File: src/rtl/core/smpt_pkg.sv
package smpt_pkg;

  // table sizes
  localparam int SHORT_SLOTS = 16;
  localparam int EXT_SLOTS   = 16;
  localparam int MAX_SLOTS   = (SHORT_SLOTS > EXT_SLOTS) ? SHORT_SLOTS : EXT_SLOTS;

  // slot index widths (at least one bit)
  localparam int SHORT_IDX_W = (SHORT_SLOTS > 1) ? $clog2(SHORT_SLOTS) : 1;
  localparam int EXT_IDX_W   = (EXT_SLOTS > 1) ? $clog2(EXT_SLOTS) : 1;
  localparam int WALK_W      = (MAX_SLOTS > 1) ? $clog2(MAX_SLOTS) : 1;

  localparam logic [WALK_W-1:0] SHORT_LAST = WALK_W'(SHORT_SLOTS - 1);
  localparam logic [WALK_W-1:0] EXT_LAST   = WALK_W'(EXT_SLOTS - 1);

  // configuration register indexes
  localparam logic CFG_PAN_ID       = 1'b0;
  localparam logic CFG_MATCH_ENABLE = 1'b1;

  typedef enum logic [2:0] {
    OP_ADD_SHORT       = 3'd0,
    OP_ADD_EXT         = 3'd1,
    OP_CLEAR_SHORT     = 3'd2,
    OP_CLEAR_EXT       = 3'd3,
    OP_CLEAR_ALL_SHORT = 3'd4,
    OP_CLEAR_ALL_EXT   = 3'd5,
    OP_DATA_REQUEST    = 3'd6
  } op_t;

  localparam logic [1:0] SRC_NONE  = 2'd0;
  localparam logic [1:0] SRC_SHORT = 2'd1;
  localparam logic [1:0] SRC_LONG  = 2'd2;

  localparam logic [1:0] ST_OK        = 2'd0;
  localparam logic [1:0] ST_FULL      = 2'd1;
  localparam logic [1:0] ST_NOT_FOUND = 2'd2;

  typedef struct packed {
    logic [2:0]  opcode;
    logic [15:0] short_address;
    logic [63:0] ext_address;
    logic [1:0]  source_mode;
  } in_item_t;

  typedef struct packed {
    logic [1:0] status;
    logic       frame_pending;
    logic [3:0] slot;
  } out_item_t;

  // controller -> datapath
  typedef struct packed {
    logic load;
    logic calc;
    logic step;
    logic load_out;
  } cmd_t;

  // datapath -> controller
  typedef struct packed {
    logic need_walk;
    logic hit;
    logic last;
    logic out_free;
  } stat_t;

endpackage

File: src/rtl/core/smpt_ctrl.sv
module smpt_ctrl (
  input  logic           clk,
  input  logic           rst,
  input  logic           in_valid,
  output logic           in_stall,
  input  smpt_pkg::stat_t stat,
  output smpt_pkg::cmd_t  cmd
);

  typedef enum logic [3:0] {
    S_IDLE   = 4'b0001,
    S_CALC   = 4'b0010,
    S_WALK   = 4'b0100,
    S_FINISH = 4'b1000
  } state_t;

  state_t state;
  state_t state_next;

  // next state and commands
  always_comb begin
    state_next   = state;
    cmd          = '0;
    in_stall     = 1'b1;
    case (state)
      S_IDLE: begin
        in_stall = 1'b0;
        if (in_valid) begin
          cmd.load   = 1'b1;
          state_next = S_CALC;
        end
      end
      S_CALC: begin
        cmd.calc   = 1'b1;
        state_next = stat.need_walk ? S_WALK : S_FINISH;
      end
      S_WALK: begin
        cmd.step = 1'b1;
        if (stat.hit || stat.last) begin
          state_next = S_FINISH;
        end
      end
      S_FINISH: begin
        if (stat.out_free) begin
          cmd.load_out = 1'b1;
          state_next   = S_IDLE;
        end
      end
      default: begin
        state_next = S_IDLE;
      end
    endcase
  end

  always_ff @(posedge clk) begin
    if (rst) begin
      state <= S_IDLE;
    end else begin
      state <= state_next;
    end
  end

  a_accept_to_calc: assert property (@(posedge clk) disable iff (rst)
    (in_valid && !in_stall) |=> state == S_CALC)
    else $error("accepted item did not start tag calculation");

  a_walk_ends: assert property (@(posedge clk) disable iff (rst)
    (state == S_WALK && (stat.hit || stat.last)) |=> state == S_FINISH)
    else $error("walk did not stop at hit or last slot");

  a_finish_drains: assert property (@(posedge clk) disable iff (rst)
    (state == S_FINISH && stat.out_free) |=> state == S_IDLE)
    else $error("result not handed to output register");

endmodule

File: src/rtl/core/smpt_datapath.sv
module smpt_datapath (
  input  logic                clk,
  input  logic                rst,
  input  smpt_pkg::in_item_t  in_item,
  input  logic                cfg_we,
  input  logic                cfg_index,
  input  logic [15:0]         cfg_data,
  input  smpt_pkg::cmd_t      cmd,
  output smpt_pkg::stat_t     stat,
  output logic                out_valid,
  input  logic                out_stall,
  output smpt_pkg::out_item_t out_item
);

  localparam int SHORT_SLOTS_DEPTH = smpt_pkg::SHORT_SLOTS;
  localparam int EXT_SLOTS_DEPTH   = smpt_pkg::EXT_SLOTS;

  // configuration
  logic [15:0] pan_id;
  logic        match_enable;

  // latched item and search key
  smpt_pkg::in_item_t item;
  logic [15:0]        key;
  logic [smpt_pkg::WALK_W-1:0] cnt;

  // tables
  logic [15:0] short_tags [SHORT_SLOTS_DEPTH];
  logic [15:0] ext_tags   [EXT_SLOTS_DEPTH];
  logic [smpt_pkg::SHORT_SLOTS-1:0] short_valid;
  logic [smpt_pkg::EXT_SLOTS-1:0]   ext_valid;

  // pending result
  logic [1:0] res_status;
  logic       res_pending;
  logic [3:0] res_slot;

  // decode
  logic is_add;
  logic is_clear;
  logic is_req;
  logic use_ext;
  logic [15:0] key_next;
  logic [smpt_pkg::SHORT_IDX_W-1:0] short_idx;
  logic [smpt_pkg::EXT_IDX_W-1:0]   ext_idx;
  logic        cur_valid;
  logic [15:0] cur_tag;
  logic        hit;
  logic        last;

  always_comb begin
    is_add   = (item.opcode == smpt_pkg::OP_ADD_SHORT) ||
               (item.opcode == smpt_pkg::OP_ADD_EXT);
    is_clear = (item.opcode == smpt_pkg::OP_CLEAR_SHORT) ||
               (item.opcode == smpt_pkg::OP_CLEAR_EXT);
    is_req   = (item.opcode == smpt_pkg::OP_DATA_REQUEST);
    use_ext  = (item.opcode == smpt_pkg::OP_ADD_EXT) ||
               (item.opcode == smpt_pkg::OP_CLEAR_EXT) ||
               (is_req && item.source_mode == smpt_pkg::SRC_LONG);
  end

  // tag of the latched item, modulo 2^16
  always_comb begin
    if (use_ext) begin
      key_next = pan_id + item.ext_address[15:0] + item.ext_address[31:16] +
                 item.ext_address[47:32] + item.ext_address[63:48];
    end else begin
      key_next = pan_id + item.short_address;
    end
  end

  // slot under inspection
  always_comb begin
    short_idx = cnt[smpt_pkg::SHORT_IDX_W-1:0];
    ext_idx   = cnt[smpt_pkg::EXT_IDX_W-1:0];
    cur_valid = use_ext ? ext_valid[ext_idx] : short_valid[short_idx];
    cur_tag   = use_ext ? ext_tags[ext_idx] : short_tags[short_idx];
    hit       = is_add ? !cur_valid : (cur_valid && cur_tag == key);
    last      = (cnt == (use_ext ? smpt_pkg::EXT_LAST : smpt_pkg::SHORT_LAST));
  end

  always_comb begin
    stat.need_walk = is_add || is_clear ||
                     (is_req && match_enable &&
                      (item.source_mode == smpt_pkg::SRC_SHORT ||
                       item.source_mode == smpt_pkg::SRC_LONG));
    stat.hit       = hit;
    stat.last      = last;
    stat.out_free  = !out_valid || !out_stall;
  end

  // configuration registers
  always_ff @(posedge clk) begin
    if (rst) begin
      pan_id       <= '0;
      match_enable <= 1'b0;
    end else if (cfg_we) begin
      case (cfg_index)
        smpt_pkg::CFG_PAN_ID:       pan_id       <= cfg_data;
        smpt_pkg::CFG_MATCH_ENABLE: match_enable <= cfg_data[0];
        default: ;
      endcase
    end
  end

  // item, key, walk counter and pending result
  always_ff @(posedge clk) begin
    if (cmd.load) begin
      item <= in_item;
    end
    if (cmd.calc) begin
      key         <= key_next;
      cnt         <= '0;
      res_status  <= smpt_pkg::ST_OK;
      res_pending <= is_req && !match_enable;
      res_slot    <= '0;
    end else if (cmd.step) begin
      if (hit) begin
        res_slot <= 4'(cnt);
        if (is_req) begin
          res_pending <= 1'b1;
        end
      end else if (last) begin
        if (is_add) begin
          res_status <= smpt_pkg::ST_FULL;
        end else if (is_clear) begin
          res_status <= smpt_pkg::ST_NOT_FOUND;
        end
      end else begin
        cnt <= cnt + 1'b1;
      end
    end
  end

  // tag stores
  always_ff @(posedge clk) begin
    if (cmd.step && hit && (is_add || is_clear)) begin
      if (use_ext) begin
        ext_tags[ext_idx] <= is_add ? key : 16'd0;
      end else begin
        short_tags[short_idx] <= is_add ? key : 16'd0;
      end
    end
  end

  // valid bits
  always_ff @(posedge clk) begin
    if (rst) begin
      short_valid <= '0;
      ext_valid   <= '0;
    end else if (cmd.calc && item.opcode == smpt_pkg::OP_CLEAR_ALL_SHORT) begin
      short_valid <= '0;
    end else if (cmd.calc && item.opcode == smpt_pkg::OP_CLEAR_ALL_EXT) begin
      ext_valid <= '0;
    end else if (cmd.step && hit && (is_add || is_clear)) begin
      if (use_ext) begin
        ext_valid[ext_idx] <= is_add;
      end else begin
        short_valid[short_idx] <= is_add;
      end
    end
  end

  // output register
  always_ff @(posedge clk) begin
    if (rst) begin
      out_valid <= 1'b0;
    end else if (cmd.load_out) begin
      out_valid <= 1'b1;
    end else if (!out_stall) begin
      out_valid <= 1'b0;
    end
  end

  always_ff @(posedge clk) begin
    if (cmd.load_out) begin
      out_item.status        <= res_status;
      out_item.frame_pending <= res_pending;
      out_item.slot          <= res_slot;
    end
  end

  a_load_sets_valid: assert property (@(posedge clk) disable iff (rst)
    cmd.load_out |=> out_valid)
    else $error("loaded result not presented");

  a_add_short_grows: assert property (@(posedge clk) disable iff (rst)
    (cmd.step && hit && item.opcode == smpt_pkg::OP_ADD_SHORT) |=>
    $countones(short_valid) == $past($countones(short_valid)) + 1)
    else $error("short add did not occupy a free slot");

  a_clear_ext_shrinks: assert property (@(posedge clk) disable iff (rst)
    (cmd.step && hit && item.opcode == smpt_pkg::OP_CLEAR_EXT) |=>
    $countones(ext_valid) + 1 == $past($countones(ext_valid)))
    else $error("ext clear did not free a slot");

endmodule

File: src/rtl/core/source_match_pending_table.sv
// Source address match table with frame-pending answer.
// Input channel: in_valid / in_stall carry one command item (opcode,
// addresses, source mode); it is taken at an edge with in_valid high and
// in_stall low. Output channel: out_valid / out_stall return exactly one
// result item (status, frame_pending, slot) per command, in order.
// Configuration: cfg_we writes cfg_data into register cfg_index
// (0 PAN id, 1 match enable); write only while no command is in flight.
// Steps: the CALC state computes the 16-bit tag, then the selected table is
// walked one slot per cycle until the first hit or the last slot, then the
// FINISH state moves the result into the output register. Clear-all and
// direct data requests skip the walk; adds, clears and searched data
// requests walk up to 16 slots. One command is in work at a time.
// The next command is accepted while a result still waits in the output
// register; if out_stall holds that register, a finished walk waits for it.
// Reset (rst, synchronous) empties both tables, clears PAN id and match
// enable, and leaves both channels idle.
module source_match_pending_table (
  input  logic                clk,
  input  logic                rst,
  input  logic                in_valid,
  output logic                in_stall,
  input  smpt_pkg::in_item_t  in_item,
  output logic                out_valid,
  input  logic                out_stall,
  output smpt_pkg::out_item_t out_item,
  input  logic                cfg_we,
  input  logic                cfg_index,
  input  logic [15:0]         cfg_data
);

  smpt_pkg::cmd_t  cmd;
  smpt_pkg::stat_t stat;

  // sequencer
  smpt_ctrl u_ctrl (
    .clk      (clk),
    .rst      (rst),
    .in_valid (in_valid),
    .in_stall (in_stall),
    .stat     (stat),
    .cmd      (cmd)
  );

  // tables, key and output register
  smpt_datapath u_datapath (
    .clk       (clk),
    .rst       (rst),
    .in_item   (in_item),
    .cfg_we    (cfg_we),
    .cfg_index (cfg_index),
    .cfg_data  (cfg_data),
    .cmd       (cmd),
    .stat      (stat),
    .out_valid (out_valid),
    .out_stall (out_stall),
    .out_item  (out_item)
  );

endmodule

File: config.mk
export PLATFORM = sky130hd
export DESIGN_NAME = source_match_pending_table
export DESIGN_NICKNAME = d
export VERILOG_FILES = /design/src/rtl/core/smpt_pkg.sv /design/src/rtl/core/smpt_ctrl.sv /design/src/rtl/core/smpt_datapath.sv /design/src/rtl/core/source_match_pending_table.sv
export SDC_FILE = /design/constraint.sdc
export NUM_CORES = 1
export LEC_CHECK = 0
export BUFFER_PORTS_ARGS = -buffer_cell sky130_fd_sc_hd__clkbuf_2
export CAP_MARGIN = 25
export CORE_MARGIN = 2
export CORE_UTILIZATION = 45
export DETAILED_ROUTE_END_ITERATION = 7
export PLACE_DENSITY = 0.72
export SLEW_MARGIN = 40
export SYNTH_ARGS = -nofsm -noshare
export SYNTH_HDL_FRONTEND = slang
export SYNTH_HIERARCHICAL = 1
export SYNTH_SLANG_ARGS = --single-unit
File: constraint.sdc
create_clock -name clk -period 11.1 [get_ports clk]
set_input_delay 2.22 -clock clk [delete_from_list [all_inputs] [get_ports clk]]
set_output_delay 2.22 -clock clk [all_outputs]
set_load 0.005 [all_outputs]
==> results of run 1 <==
==> worst reg2reg max path, cell delays in order, from the launching register on <==
cell,delay (ns)
edfxtp_1,0.72
nand2b_1,0.18
buf_4,0.40
nand2_2,0.44
buf_4,0.47
a2111oi_0,0.90
nor4_1,0.20
xor2_1,0.21
nor4_1,0.42
nand4_1,0.27
o21ai_4,0.18
buf_4,0.45
nand2_1,0.37
nor2_4,0.58
==> registers in the layout, indices dropped and copies added, names as in the netlist, named ones only <==
register	count
u_datapath/res_slot	4
u_datapath/res_pending	1
u_ctrl/state	4
u_datapath/cnt	4
u_datapath/out_valid	1
u_datapath/short_valid	16
u_datapath/pan_id	16
u_datapath/key	16
u_datapath/short_tags	256
u_datapath/match_enable	1
u_datapath/res_status	2
u_datapath/out_item	7
u_datapath/item	85
u_datapath/ext_valid	16
u_datapath/ext_tags	256
==> placed cells by master, fill, tap and decap left out, types with 29 or more instances in the layout <==
cell type,netlist,layout
a21oi_1,62,62
and3_1,30,29
clkbuf_16,0,72
clkbuf_2,0,115
dfxtp_1,68,63
edfxtp_1,621,621
fa_1,45,45
ha_1,36,36
inv_1,178,167
mux2i_1,56,56
mux4_2,133,133
nand2_1,117,116
nand3_1,34,34
nor2_1,47,40
xnor2_1,30,30
==> through the flow <==
stage | utilization [%] | instance area, sq um
final | 51.2 | 33500
after global routing | 51.2 | 33500
after CTS | 51.2 | 33500
after detailed placement | 47.5 | 31100
after global placement | 47.4 | 31100
after floorplan | - | 29600
==> cell usage after synthesis, types with 10 or more instances <==
master / number / share of area (%)
or3_1: 10 / 0.21
and3_1: 30 / 0.63
nand3_1: 34 / 0.57
nand2_1: 117 / 1.5
nor2_1: 47 / 0.60
edfxtp_1: 621 / 63
o21ai_0: 28 / 0.47
mux4_2: 133 / 10
nor2b_1: 12 / 0.25
clkbuf_1: 36 / 0.46
buf_6: 11 / 0.42
mux2i_1: 56 / 1.9
nor3_1: 15 / 0.25
a211oi_1: 19 / 0.48
buf_2: 24 / 0.41
dfxtp_1: 68 / 4.6
fa_1: 45 / 3.0
nand2b_1: 10 / 0.21
xor2_1: 18 / 0.53
and2_1: 20 / 0.42
xnor2_1: 30 / 0.89
inv_1: 178 / 2.3
ha_1: 36 / 1.5
a21oi_1: 62 / 1.0
nand4_1: 16 / 0.34
==> cells by family after synthesis <==
kind of cell	after synthesis	synth area share, %
mux	204	13.0
compound gates	172	3.80
fa+ha+maj	81	4.56
buf+inv	261	3.90
xor+xnor	48	1.42
simple gates	337	5.81
flops	689	67.5
==> metal layers <==
metal / track usage (%) / vias up / share of wire [%] / wire length, um
met3: 4.98 / 126 / 11 / 7860
li1: - / 7083 / - / -
met4: 5.59 / 6 / 2.3 / 1610
met2: 34.1 / 896 / 47 / 33400
met1: 29.6 / 8339 / 39 / 27500
met5: 0 / - / 0.054 / 38
==> how the worst max path moves through the flow <==
stage                                    from                     endpoint  slack, ns  cells after the start
final                     u_datapath/item[84]  u_datapath/short_tags[2][7]       4.91                     13
after global routing      u_datapath/item[84]    u_datapath/ext_tags[3][3]       4.77                     13
after CTS                            register   u_datapath/ext_tags[1][12]       4.93                     12
after detailed placement             register   u_datapath/ext_tags[4][15]       4.94                     12
after global placement               register  u_datapath/short_tags[0][4]       5.00                     12
after floorplan                      in_valid           u_datapath/item[0]       6.45                      1
==> where the power goes <==
group | total [uW] | internal (uW) | switching (uW)
combinational | 680 | 282 | 398
sequential | 2900 | 2870 | 28.3
clock | 2440 | 1440 | 998
total | 6020 | 4600 | 1420
==> final cells by class <==
class | instances | area [sq um]
clock inverter | 44 | 534
clock buffer | 85 | 1860
inverter | 178 | 668
sequential | 689 | 20000
timing repair buffer | 146 | 828
multi-input combinational | 842 | 8550
tap | 864 | 1080
fill | 5207 | 32000
==> reports/metrics.yaml, run 1 <==
critical_path:
  critPathBufInv: 3
  reg2reg_to: "u_datapath/short_tags[2][7]"
  crit_type: "reg2reg"
  crit_slowest_cell: "a2111oi_0"
  r2r_start: "u_datapath/item[84]"
  cp.required_ns: 11.33
  crit_path_frequent_cell: "buf_4"
  cp_top_family: "simple AND/OR/NAND/NOR gates"
  critPathCaptureType: "register"
  path_cells: "nand2b_1 > buf_4 > nand2_2 > buf_4 > a2111oi_0 > nor4_1 > xor2_1 > nor4_1 > nand4_1 > o21ai_4 > buf_4 > nand2_1 > nor2_4"
  cp_max_fo: 41
  crit_arrival_ns: 6.42
  slowest_delay_ns: 0.88
  start_kind: "register"
  rrSetupSlack_ns: 4.91
  reg2regPathDepth: 13
floorplanning:
  dieArea_sq_um: 67900
  die_height_um: 261
  start_util_pct: 45.2
  std_cell_rows: 94
  core-area_sq_um: 65500
  die_w_um: 261
  io-pin-count: 116
cells_and_area:
  fin_cells: 2848
  area_delta_synth_final_pct: 13.2
  drive_gt1_share_pct: 22.8
  nNetsFinal: 2116
  n_antenna_cell: 0
power:
  ir_drop_v: 0.000131
  finalPower_uw: 6020
  p_leak_uw: 0.0119
  power.density_nw_per_um2: 180
clock_tree:
  holdBufCountCts: 0
  clock_latency_ns: 0.63
  cts_tree: "done"
  clock-root-buffer: "clkbuf_16"
  cts_resized: 0
  postCtsSetupRepairBufs: 0
  cts_buffers: 71
  htreeDepth: 3
  cts_max_path_buffers: 3
  clkTransAtPathRegs_ns: 0.06
  clock-sinks: 689
timing:
  post-route-period-util_pct: 55.8
  final.min_clock_period_ns: 6.19
  hold_violations: 0
  timing.setup.tns_ns: 0
  rsz0062_at_grt: "false"
  setup_slack_ns: 4.91
  setup_viol: 0
  drv_slew: 0
  holdWs_ns: 0.442
  worstMarginPinSlew_ns: 0.920
  fmax_mhz: 162
  clock-skew-final_ns: 0.0348
  max_slew_margin_pct: 37.1
routing:
  viasPerCell: 5.78
  vias: 16500
  routed_wl_um: 70400
  drtIter0Drc: 1790
  drtAntennaViolNets: 0
  first_pass_iters: 5
  drc_errors: 0
  wire_per_inst_um: 24.7
grt:
  antenna_found_initial: 5
  grt_pass1_wl_um: 107000
  grt.total_usage_pct: 21.3
  overflow: 0
  grt_max_degree: 54
  grt_pass1_vias: 16900
min_path:
  hold_depth: 0
  hp-start: "u_datapath/res_status[0]"
  hp-class: "reg2reg"
  hold_end: "u_datapath/out_item[5]"
logic_synthesis:
  syn_nets: 1980
  ys_types: 71
  synth_cells: 1792
  ys_ff_latch: 689
  async_flop_share_pct: 0
  synth-edff-count: 621
  yosysSeqAreaShare_pct: 67.5
  synth_ff_type: "edfxtp_1"
  syn_avg_cell_area_sq_um: 16.5
  ys_warn_count: 6
  syn_area_sq_um: 29600
placement:
  dp.cells: 2719
  pre_cts_slack_ns: 4.94
  numPortBuffers: 115
  globalplace.congestion: 0.867
  dp_hpwl_um: 45200
job:
  cap_violations: 0
run_status:
  status: "finished clean"
No activity file was read; power rests on OpenSTA's default activity.
==> run 2: changes to the inputs <==
Settings changed: ABC_AREA from default to 1.
Clock period 11.1 ns to 6.4 ns, I/O delays scaled along.
==> reports/metrics.yaml, run 2 <==
placement:
  numPortBuffers: 115  # unchanged
  dp_hpwl_um: 46000  # +1.7%
  pre_cts_slack_ns: 1.72  # -3.22 ns
  globalplace.congestion: 0.922  # +6.3%
timing:
  hold_violations: 0  # unchanged
  rsz0062_at_grt: "false"
  setup_slack_ns: 1.71  # -3.19 ns
  timing.setup.tns_ns: 0  # unchanged
  setup_viol: 0  # unchanged
  max_slew_margin_pct: 39.5  # +2.4 points
  fmax_mhz: 213  # +32%
  final.min_clock_period_ns: 4.69  # -1.51 ns
  post-route-period-util_pct: 73.2  # +17 points
  worstMarginPinSlew_ns: 0.907  # -0.0125 ns
  clock-skew-final_ns: 0.0203  # -0.0146 ns
  drv_slew: 0  # unchanged
cells_and_area:
  multi_input_area_sq_um: 8910  # +4.2%
  nNetsFinal: 3111  # +47%
  n_antenna_cell: 0  # unchanged
  final_common_cell: "nand2_1"
  final_cell_mix: "839 x nand2_1, 621 x edfxtp_1, 427 x nand3_1"
  drive_gt1_share_pct: 11.1  # -12 points
  ff_latch_area_sq_um: 20000  # about the same
  area_delta_synth_final_pct: 11.7
  reg_top3: "u_datapath/ext_tags: 256 flops, u_datapath/short_tags: 256 flops, u_datapath/item: 85 flops"
  n_fill_cell: 5619  # +7.9%
clock_tree:
  cts_tree: "done"
  cts_max_path_buffers: 3  # unchanged
  holdBufCountCts: 0  # unchanged
  htreeDepth: 3  # unchanged
  postCtsSetupRepairBufs: 0  # unchanged
  cts_buffers: 71  # unchanged
  clock-sinks: 689  # unchanged
  clock_latency_ns: 0.61  # -0.02 ns
  clock-root-buffer: "clkbuf_16"
  cts_resized: 0  # unchanged
  clkTransAtPathRegs_ns: 0.06  # about the same
logic_synthesis:
  synth_ff_type: "edfxtp_1"
  ys_types: 41  # -42%
  synth_top_cells_by_count: "839 x nand2_1, 621 x edfxtp_1, 427 x nand3_1"
  yosysTopAreaCellShare_pct: 60.8  # -2.2 points
  yosysTopAreaCell: "edfxtp_1"
  ys_warn_count: 6  # unchanged
  yosysSeqAreaShare_pct: 65.2  # -2.3 points
  synth-edff-count: 621  # unchanged
  async_flop_share_pct: 0  # unchanged
  synth_most_common_cell: "nand2_1"
  synth_cells: 2837  # +58%
  syn_nets: 3025  # +53%
  ys_ff_latch: 689  # unchanged
  syn_avg_cell_area_sq_um: 10.8  # -35%
  syn_area_sq_um: 30700  # +3.6%
  synth_area_leaders: "edfxtp_1 61%, nand2_1 10%, nand3_1 7.0%, dfxtp_1 4.4%, fa_1 2.9%"
floorplanning:
  dieArea_sq_um: 70300  # +3.5%
  io-pin-count: 116  # unchanged
  start_util_pct: 45.5  # +0.30 points
  die_w_um: 265  # +1.7%
  core-area_sq_um: 67400  # +2.9%
  std_cell_rows: 95  # +1.1%
  die_height_um: 265  # +1.7%
routing:
  drtIter0Drc: 2287  # +28%
  drc_errors: 0  # unchanged
  viasPerCell: 5.49  # -4.9%
  routed_wl_um: 75700  # +7.6%
  vias: 21100  # +29%
  wire_per_inst_um: 19.7  # -20%
  first_pass_iters: 5  # unchanged
  drtAntennaViolNets: 0  # unchanged
power:
  ir_drop_v: 0.000229  # +75%
  p_leak_uw: 0.0137  # +15%
  power.density_nw_per_um2: 339  # +89%
grt:
  overflow: 0  # unchanged
  grt_pass1_wl_um: 116000  # +8.4%
  antenna_found_initial: 0  # -5
  grt.total_usage_pct: 21.5  # +0.18 points
  grt_max_degree: 130  # +140%
  grt_pass1_vias: 20400  # +21%
critical_path:
  path_cells: "inv_1 > fa_1 > fa_1 > fa_1 > inv_1 > ha_1 > inv_1 > fa_1 > inv_1 > a31oi_1 > nor2_1 > nor2_1 > o21ai_0 > a21boi_0 > o21ai_0 > a21boi_0 > o21ai_0 > nand2_1"
  cp_max_fo: 3  # -93%
  start_kind: "register"
  crit_type: "reg2reg"
  crit_arrival_ns: 5.04  # -1.38 ns
  critPathBufInv: 4  # +1
  cp.required_ns: 6.75  # -4.58 ns
  crit_slowest_cell: "fa_1"
  cp_top_family: "adder cells"
  slowest_delay_ns: 0.56  # -0.32 ns
  critPathCaptureType: "register"
min_path:
  hp-class: "reg2reg"
job:
  cap_violations: 0  # unchanged
run_status:
  status: "finished clean"
[run 2: area by class of cell]
class / instances / area share, %
Sequential cell: 689 / 58.4
Multi-Input combinational cell: 1749 / 26.0
Clock buffer: 91 / 5.70
Tap cell: 873 / 3.19
Inverter: 259 / 2.88
Timing Repair Buffer: 153 / 2.69
Clock inverter: 35 / 1.15
[run 2: final timing paths]
kind	depth (start not counted)	slack [ns]	to	start
setup / recovery	18	1.71	u_datapath/key[13]	u_datapath/pan_id[1]
hold reg to reg	0	0.43	u_datapath/out_item[0]	u_datapath/res_slot[0]
setup reg to reg	18	1.71	u_datapath/key[13]	u_datapath/pan_id[1]
hold / removal	0	0.43	u_datapath/out_item[0]	u_datapath/res_slot[0]
[run 2: power by group]
part,total [uW],switching (uW),internal [uW]
registers,5100,62.4,5040
logic,2340,1590,748
clock network,4170,1690,2480
[run 2: logic make-up (layout without fill, tap and decap cells)]
group	after synthesis	in the layout	synth area share [%]
buf+inv	399	538	6.02
fa+ha+maj	81	81	4.40
simple gates	1458	1458	20.4
compound gates	183	183	3.23
flops	689	689	65.2
xor+xnor	27	27	0.771
[run 2: metal layers]
| layer | global-route usage [%] | routed length [um] |
|---|---|---|
| met5 | 0 | 0 |
| met4 | 9.51 | 3440 |
| met2 | 34.4 | 34900 |
| met3 | 3.71 | 7590 |
| met1 | 29.1 | 29800 |
[run 2: stage by stage]
step	cells	area, sq um	power [uW]	utilization [%]	hold slack (ns)
floorplan	2837	30700	6870	-	0.400
global placement	3723	31900	7450	47.3	0.416
detailed placement	3723	31900	7500	47.4	0.414
CTS	3849	34300	11600	50.8	0.428
global route	3849	34300	12100	50.9	0.430
finish	3849	34300	11600	50.9	0.427
[run 2: worst reg2reg max path: stages (launching register included)]
cell	delay, ns
dfxtp_1	0.33
inv_1	0.11
fa_1	0.56
fa_1	0.42
fa_1	0.44
inv_1	0.07
ha_1	0.17
inv_1	0.07
fa_1	0.43
inv_1	0.08
a31oi_1	0.12
nor2_1	0.14
nor2_1	0.07
o21ai_0	0.26
a21boi_0	0.21
o21ai_0	0.42
a21boi_0	0.23
o21ai_0	0.22
nand2_1	0.08
==> run 3: changes to the inputs <==
Settings changed: ABC_AREA 1 to 0, PLACE_DENSITY 0.72 to 0.74.
Clock period 6.4 ns to 3.8 ns, I/O delays scaled along.
==> reports/metrics.yaml, run 3 (synthesized netlist as in run 1, its figures left out) <==
run_status:
  status: "finished, violations left"
  violations: "setup timing"
clock_tree:
  cts_buffers: 69  # -2.8%
  clkTransAtPathRegs_ns: 0.06  # about the same
  clock_latency_ns: 0.64  # +0.03 ns
  cts_max_path_buffers: 3  # unchanged
  clock-root-buffer: "clkbuf_16"
  htreeDepth: 3  # unchanged
  clock-sinks: 689  # unchanged
  cts_tree: "done"
grt:
  grt_max_degree: 57  # -56%
  grt.total_usage_pct: 23.0  # +1.5 points
  overflow: 0  # unchanged
  grt_pass1_wl_um: 115000  # -0.45%
  antenna_found_initial: 0  # unchanged
  grt_pass1_vias: 18400  # -9.8%
min_path:
  hp-class: "in2reg"
  hold_end: "u_datapath/item[54]"
  hp-start: "in_item[54]"
  hold_depth: 1  # +1
floorplanning:
  core-area_sq_um: 65500  # -2.8%
  dieArea_sq_um: 67900  # -3.4%
  std_cell_rows: 94  # -1.1%
  start_util_pct: 45.2  # -0.30 points
  die_height_um: 261  # -1.7%
  die_w_um: 261  # -1.7%
  io-pin-count: 116  # unchanged
timing:
  setup_slack_ns: -0.438  # -2.15 ns
  setup_viol: 563  # +563
  holdWs_ns: 0.307  # -0.121 ns
  fmax_mhz: 236  # +11%
  final.min_clock_period_ns: 4.24  # -0.447 ns
  clock-skew-final_ns: 0.0462  # +0.0259 ns
  timing.setup.tns_ns: -187.95  # -187.95 ns
  rsz0062_at_grt: "true"
  drv_slew: 0  # unchanged
  hold_violations: 0  # unchanged
  worstMarginPinSlew_ns: 1.02  # +0.108 ns
  max_slew_margin_pct: 32.0  # -7.4 points
  post-route-period-util_pct: 112  # +38 points
power:
  power.density_nw_per_um2: 477  # +41%
  p_leak_uw: 0.0137  # -0.47%
  finalPower_uw: 17900  # +54%
  ir_drop_v: 0.000475  # +110%
cells_and_area:
  area_delta_synth_final_pct: 26.7
  fin_cells: 3101  # -19%
  nNetsFinal: 2370  # -24%
  n_antenna_cell: 0  # unchanged
  reg_top3: "u_datapath/ext_tags: 256 flops, u_datapath/short_tags: 256 flops, u_datapath/item: 85 flops"
  final_common_cell: "edfxtp_1"
  drive_gt1_share_pct: 37.1  # +26 points
  final_cell_mix: "621 x edfxtp_1, 163 x buf_4, 151 x inv_1"
placement:
  dp_hpwl_um: 47400  # +3.0%
  dp.cells: 2909  # -22%
  numPortBuffers: 115  # unchanged
  globalplace.congestion: 0.835  # -9.5%
  pre_cts_slack_ns: -0.533  # -2.26 ns
routing:
  wire_per_inst_um: 25.7  # +31%
  drtAntennaViolNets: 0  # unchanged
  drtIter0Drc: 2242  # -2.0%
  viasPerCell: 5.84  # +6.4%
  first_pass_iters: 5  # unchanged
  drc_errors: 0  # unchanged
  vias: 18100  # -14%
  routed_wl_um: 79800  # +5.3%
critical_path:
  crit_arrival_ns: 4.57  # -0.47 ns
  crit_type: "reg2reg"
  cp_max_fo: 16  # +13
  rrSetupSlack_ns: -0.44  # -2.15 ns
  start_kind: "register"
  reg2reg_to: "u_datapath/ext_tags[12][2]"
  cp.required_ns: 4.13  # -2.62 ns
  critPathCaptureType: "register"
  reg2regPathDepth: 18  # unchanged
job:
  cap_violations: 0  # unchanged
## run 3: what timing repair did
item / in CTS / in global routing
buffers inserted: 37 / 39
hold buffers: 0 / 0
gates cloned: 18 / 5
endpoints found under the setup margin: 570 / 570
pin swaps: 27 / 57
gates resized for setup: 142 / 159
## run 3: final cells by class
cell class	count	area, sq um
multi-input combinational	842	9440
timing repair buffer	402	4030
inverter	178	703
clock buffer	87	1830
tap	864	1080
fill	4667	28000
clock inverter	39	443
sequential	689	20000
## run 3: per-layer routing
layer | routed length (um) | vias up | track usage [%]
met5 | 0 | - | 0
met4 | 3430 | 0 | 8.57
met3 | 8130 | 217 | 5.18
met2 | 38500 | 1193 | 37.8
met1 | 29700 | 9116 | 30.1
li1 | - | 7599 | -
## run 3: worst max-delay path by stage
stage / slack (ns) / end / from
6_report: -0.44 / u_datapath/ext_tags[12][2] / register
2_1_floorplan: -0.17 / u_datapath/key[15] / u_datapath/pan_id[1]
5_1_grt: -0.55 / u_datapath/key[15] / u_datapath/item[3]
3_3_place_gp: -0.45 / u_datapath/ext_tags[4][15] / u_datapath/item[84]
3_5_place_dp: -0.53 / u_datapath/ext_tags[4][9] / u_datapath/item[0]
4_1_cts: -0.36 / u_datapath/short_tags[4][13] / register
## run 3: through the flow
step	utilization (%)	cell area, sq um
4_1_cts	56.1	36700
5_1_grt	57.3	37600
6_report	57.3	37600
3_3_place_gp	50.6	33100
3_5_place_dp	50.6	33200
2_1_floorplan	-	29700
## run 3: critical path, stage by stage (launching register included)
cell and delay, ns:
dfxtp_4 0.39, buf_12 0.14, buf_4 0.11, buf_6 0.23, mux4_2 0.58, o21ai_0 0.12
a21boi_1 0.19, nor4_4 0.40, xnor2_2 0.14, a2111oi_4 0.24, nand4_2 0.13, buf_6 0.16
o21ai_4 0.16, buf_12 0.15, buf_6 0.11, buf_12 0.13, nand4_1 0.16, inv_2 0.18
clkbuf_16 0.19
## run 3: power by group
group	switching (uW)	internal, uW
combinational	1410	1190
sequential	59.3	8390
clock	2940	3930
total	4410	13500
